===== config.mk =====
export PLATFORM = sky130hd
export DESIGN_NAME = fcf_mac
export DESIGN_NICKNAME = d
export VERILOG_FILES = /design/src/hw/rtl/fcf_pkg.sv /design/src/hw/rtl/fcf_mac.sv
export SDC_FILE = /design/constraint.sdc
export NUM_CORES = 1
export LEC_CHECK = 0
export BUFFER_PORTS_ARGS = -buffer_cell sky130_fd_sc_hd__buf_2
export CAP_MARGIN = 40
export CORE_UTILIZATION = 40
export CTS_CLUSTER_SIZE = 24
export DETAILED_ROUTE_END_ITERATION = 8
export PLACE_DENSITY = 0.61
export SYNTH_ARGS = -nofsm -noshare
export SYNTH_HDL_FRONTEND = slang
export SYNTH_SLANG_ARGS = --single-unit

===== constraint.sdc =====
create_clock -name clk_i -period 11.3 [get_ports clk_i]
set_input_delay 1.13 -clock clk_i [delete_from_list [all_inputs] [get_ports clk_i]]
set_output_delay 1.13 -clock clk_i [all_outputs]
set_load 0.005 [all_outputs]

===== src/hw/rtl/fcf_pkg.sv =====
package fcf_pkg;

  // filter structure
  localparam int TAPS      = 5;
  localparam int NUM_COEFS = 30;
  localparam int SECTIONS  = 12;
  localparam int IDX_W     = 5;
  localparam int DIGIT_W   = 4;

  // coefficient tap codes inside one design
  localparam logic [2:0] TAP_B0 = 3'd0;
  localparam logic [2:0] TAP_B1 = 3'd1;
  localparam logic [2:0] TAP_B2 = 3'd2;
  localparam logic [2:0] TAP_A1 = 3'd3;
  localparam logic [2:0] TAP_A2 = 3'd4;

  // request kinds carried in tuser
  localparam logic OP_FILTER = 1'b0;
  localparam logic OP_COEF   = 1'b1;

  // control from the sequencer to the digit-serial mac
  typedef struct packed {
    logic clear;  // zero the accumulator
    logic load;   // load operand and coefficient shift registers
    logic step;   // consume one operand digit
    logic neg;    // subtract this product
    logic last;   // current digit is the signed top digit
  } mac_ctrl_t;

  // sections whose input is the raw sample rather than the previous section output
  function automatic logic takes_sample(input logic [3:0] sec);
    return (sec == 4'd0) || (sec == 4'd2) || (sec == 4'd6) || (sec == 4'd10);
  endfunction

endpackage


===== src/hw/rtl/fcf_mac.sv =====
module fcf_mac import fcf_pkg::*; #(
  parameter int SW = 24,
  parameter int CW = 32
) (
  input  logic          clk_i,
  input  mac_ctrl_t     ctrl_i,
  input  logic [SW-1:0] operand_i,
  input  logic [CW-1:0] coef_i,
  output logic [SW-1:0] y_o
);

  localparam int ND = (SW + DIGIT_W - 1) / DIGIT_W;
  localparam int DW = ND * DIGIT_W;
  localparam int PW = CW + DW;
  localparam int AW = PW + 3;
  localparam int F  = CW - 4;
  localparam logic [AW-1:0] ROUND = AW'(1) << (F - 1);

  logic signed [AW-1:0] acc_q, acc_d;
  logic        [PW-1:0] creg_q, creg_d;
  logic        [DW-1:0] sreg_q, sreg_d;

  logic signed [DIGIT_W:0]   dig;
  logic signed [PW+DIGIT_W:0] pp;
  logic signed [AW-1:0]      pp_ext;

  // one digit of the operand times the shifted coefficient
  always_comb begin
    dig    = ctrl_i.last ? $signed({sreg_q[DIGIT_W-1], sreg_q[DIGIT_W-1:0]})
                         : $signed({1'b0, sreg_q[DIGIT_W-1:0]});
    pp     = $signed(creg_q) * dig;
    pp_ext = AW'(pp);
    acc_d  = acc_q;
    creg_d = creg_q;
    sreg_d = sreg_q;
    if (ctrl_i.clear) begin
      acc_d = '0;
    end
    if (ctrl_i.load) begin
      creg_d = PW'($signed(coef_i));
      sreg_d = DW'($signed(operand_i));
    end else if (ctrl_i.step) begin
      acc_d  = ctrl_i.neg ? acc_q - pp_ext : acc_q + pp_ext;
      creg_d = creg_q << DIGIT_W;
      sreg_d = sreg_q >> DIGIT_W;
    end
  end

  always_ff @(posedge clk_i) begin
    acc_q  <= acc_d;
    creg_q <= creg_d;
    sreg_q <= sreg_d;
  end

  // round to nearest and saturate to the sample range
  logic [AW-1:0]      rnd;
  logic [AW-F-SW:0]   top;
  logic               ovf;
  always_comb begin
    rnd = acc_q + ROUND;
    top = rnd[AW-1:F+SW-1];
    ovf = !((&top) || !(|top));
    if (ovf) begin
      y_o = rnd[AW-1] ? {1'b1, {(SW-1){1'b0}}} : {1'b0, {(SW-1){1'b1}}};
    end else begin
      y_o = rnd[F+SW-1:F];
    end
  end

endmodule


* Word-level counts from Yosys, hierarchy flattened
Index checks and enable logic that the tools add are counted.
** Cells by class
- Multiplexer cells :: 11
- Multiply operators :: 1
- Add/subtract/negate cells :: 3
- Reduce and logical (&&, ||, !) cells :: 5
** Operators with widths (count)
- $mux 59 :: 4
- $mux 56 :: 2
- $mux 24 :: 4
- $add 59x28->59 const B :: 1
- $add 59x59->59 :: 1
- $mul 56x5->59 :: 1
- $sub 59x59->59 :: 1
- $reduce_and 8->1 :: 1
- $reduce_or 8->1 :: 1
- $mux 5 :: 1
- $reduce_bool 2->1 :: 1
- $logic_not 1->1 :: 1
- $logic_or 1x1->1 :: 1
** Word-level totals
- Logic and storage cells :: 23
- Flip-flop bits (word level) :: 139
- Output and inout port bits :: 24
- Input bits :: 62

* Depth between registers and ports, before layout
- Depth after elaboration :: 6
- Gate-level depth with buffers :: 37
- Depth with buffers taken out :: 34

* Worst setup path before layout
No wires, ideal clock.
- Kind :: input port to flip-flop
- Start point :: input ctrl_i[0] in the netlist's numbering
- End point :: register acc_q[47]
- Setup time :: 0.120 ns
- Data required time :: 11.180 ns
- Data arrival time :: 8.608 ns
- Buffers on the path :: 2
- Slack :: 2.573 ns
- Stages on the path :: 29
- Cells stage by stage :: clkbuf_1 > nand2_1 > or2_2 > fa_1 > fa_1 > fa_1 > inv_1 > fa_1 > a21o_1 > a31o_1 > a211o_1 > o21ai_0 > and3_1 > nor4bb_1 > and3_1 > and2_1 > a21oi_1 > xnor2_1 > ha_1 > clkbuf_1 > nand4_1 > or3_1 > or3_1 > a2111o_1 > a21o_1 > a21oi_1 > a41o_1 > a41oi_1 > a211o_1
** Between the ends
- Cells in the longest elaborated chain, start to end :: 6
- Elaborated cells on any way between the ends :: 7
- Classes of those cells :: 2 x add/sub; 1 x mul; 4 x mux
** RTL lines
- start: declaration :: line fcf_mac.sv:6 : input mac_ctrl_t ctrl_i,
- $mux 5 * :: line fcf_mac.sv:29 : dig = ctrl_i.last ? $signed({sreg_q[DIGIT_W-1], sreg_q[DIGIT_W-1:0]})
- $mul 56x5->59 * :: line fcf_mac.sv:31 : pp = $signed(creg_q) * dig;
- $add 59x59->59 / $sub 59x59->59 (equally long branches) :: line fcf_mac.sv:43 : acc_d = ctrl_i.neg ? acc_q - pp_ext : acc_q + pp_ext;
- $mux 59 * :: line fcf_mac.sv:43
- $mux 59 * :: line fcf_mac.sv:42 : end else if (ctrl_i.step) begin
- $mux 59 * :: line fcf_mac.sv:39 : if (ctrl_i.load) begin
- named net acc_d[47] :: line fcf_mac.sv:19 : logic signed [AW-1:0] acc_q, acc_d;
- end signal: assignment :: line fcf_mac.sv:50 : acc_q <= acc_d;
- end: declaration :: line fcf_mac.sv:19
Mark *: on every way through the listed nets, which the timed path passes. The rest lies on a longest branch.
A chain may end at the register's enable or synchronous reset.

* Worst setup path after layout
- Start point :: input ctrl_i[0] in the netlist's numbering
- End point :: register acc_q[58]
Same word-level chain as after synthesis.

==> run metrics <==
Final TNS setup 0 ps; Seq/Total Area, Yosys 17.1%; CTS Sinks 139; H-tree depth 4; Slew HR a little over two fifths; r2r setup slk 2090 ps; CP endpoint kind flip-flop; most frequent cells in the layout inv_1 (322), and2_1 (221), ha_1 (174), fa_1 (166), nand2_1 (164); worst r2r src sreg_q[3]$_DFFE_PP_; hold_sp acc_q[3]$_DFF_P_; grt peak-use layer met2; Post-DRT Antenna Nets 0; area post-placement 0.0221 mm²; antenna diode count 0; syn nets a little under 3,000; CTS tree done; post-layout util 43.9%; Clock transition at path regs 70 ps; num rows 83; drt first pass iters 7; Arr. time, crit path 10,090 ps; layout filler cell count between 5,000 and 6,000; dpl hpwl 41,000 µm; Initial Util 40.7%; largest net degree at the start of global routing 85; GRT met3 Usage 3.14%; Post-Synthesis Cells between 2,000 and 3,000; area of the mapped netlist 0.0210 mm²; input/output buffers 85; Worst Hold End acc_q[3]$_DFF_P_; Final Cycle Share between 80 and 90%; asr flop ratio synth 0%; CTS Hold Buffers Added 0; Max Clk Rate between 100 and 150 MHz; Critical R2R Capture acc_q[58]$_DFF_P_; Top cell by count, worst path a21oi_1; Crit. Startpoint ctrl_i[0]; # setup viols final 0; vias in the first global route between 15,000 and 20,000; Die X-Extent 231 µm; grt ovf 0; maximum clock path buffer count 2; Critical-path top delay cell fa_1; commonest non-fill, non-tap cell in the layout inv_1; Post-synth EDFFs 80; hold_ws 479 ps; RSZ-0062 raised after global routing false; DRT iter0 DRCs a little under 1,000; routed wire length approximately 50,000 µm; class of the worst hold path flip-flop to flip-flop; Ports 86; All-Layer GR Usage 19.5%; share of cells above drive strength 1 under 10%; cells on worst reg2reg path 34; Clock Latency Late Sink 490 ps; Setup CP Type primary input to flip-flop; CP Launch Type primary input; post-synthesis to final-layout area growth 7.92%; Total Die Area approximately 0.053 mm²; first-pass GRT wire length 85,600 µm; final hold violation count 0; die height roughly 230 µm; grt met2 use 30.2%; cell count of the worst hold path 2; distinct cell type count after synthesis between 80 and 90; met1 usage 28.1%; status complete, no violations; CTS buffer count 17; Tmin final 9720 ps; flops & latches, synth 139; Final Wtd Congestion 0.915; Final Net Count 2,972; WL per Instance 15.4 µm; crit-path max FO 16; drc violations 0; root buf cell clkbuf_16; initial antenna violation count 0; Slew Viols, Final 0; worst slew pin tran 870 ps; Slowest Stage Delay on Critical Path 540 ps; Core Area around 0.052 mm²; Resize count post-CTS 0; Syn Area/Cell around 8.2 µm²; via count 17,438; clock skew 10.4 ps; Setup Fix Bufs, Post-CTS 0; yosys warns 0; Max-Cap Viols 0; post-route cell area approximately 0.023 mm²; vias per cell 5.34; Worst Path Required 11,670 ps; Synth Flop Type edfxtp_1
==> through the flow <==
step	worst slack, ps	instances
floorplan	2570	2559
global placement	1260	3227
detailed placement	1130	3231
CTS	1660	3263
global route	822	3263
finish	1580	3263
==> worst max path at each step <==
stage	to	slack (ps)	cells past startpoint
floorplan	acc_q[47]$_DFF_P_	2570	29
global placement	acc_q[58]$_DFF_P_	1260	32
detailed placement	acc_q[58]$_DFF_P_	1130	35
CTS	acc_q[58]$_DFF_P_	1660	35
global route	acc_q[58]$_DFF_P_	820	35
finish	acc_q[58]$_DFF_P_	1580	35
==> registers in the layout, indices dropped and copies added (netlist names) <==
register	cells
creg_q	56
acc_q	59
sreg_q	24
==> cells in the mapped netlist, drive strengths merged, types with 70 or more instances <==
library cell | instances | area (µm²)
inv | 322 | 1210
and2 | 221 | 1380
ha | 174 | 2180
fa | 166 | 3320
nand2 | 164 | 616
o21ai | 159 | 796
nor2 | 157 | 592
a21oi | 145 | 726
nand3 | 114 | 571
clkbuf | 100 | 375
xnor2 | 99 | 867
edfxtp | 80 | 2400
a21o | 70 | 526
xor2 | 70 | 613
==> cell families after synthesis <==
kind of cell / synth area share [%]
adder cells (fa/ha/maj): 26.2
AO/OA/AOI/OAI: 16.6
multiplexers: 3.87
AND/OR/NAND/NOR: 21.3
XOR/XNOR: 7.16
buffers and inverters: 7.76
flip-flops: 17.1
==> layer usage <==
layer	routed length (µm)	vias up
met5	0	-
met1	26100	8299
met3	1840	38
li1	-	8802
met2	21800	299
met4	656	0
==> worst max-delay path, delay by kind of cell <==
kind	cells	cell delay, ps
buffers and inverters	4	750
xor gates and xnor gates	3	710
adders and majority gates	5	2320
and+or+nand+nor	11	2820
AOI/OAI and AO/OA	12	2310
==> layout make-up <==
| class | instances | area (µm²) | share of cell area, % |
|---|---|---|---|
| clock inverter | 15 | 150 | 0.663 |
| multi-input combinational | 1988 | 15800 | 69.7 |
| clock buffer | 17 | 425 | 1.88 |
| sequential | 139 | 3580 | 15.8 |
| tap | 680 | 851 | 3.76 |
| inverter | 322 | 1210 | 5.34 |
| timing repair buffer | 102 | 636 | 2.81 |
Power is left out: the tool's default activity adds up to more than one toggle a clock period on the data nets, which glitch-free logic cannot reach.
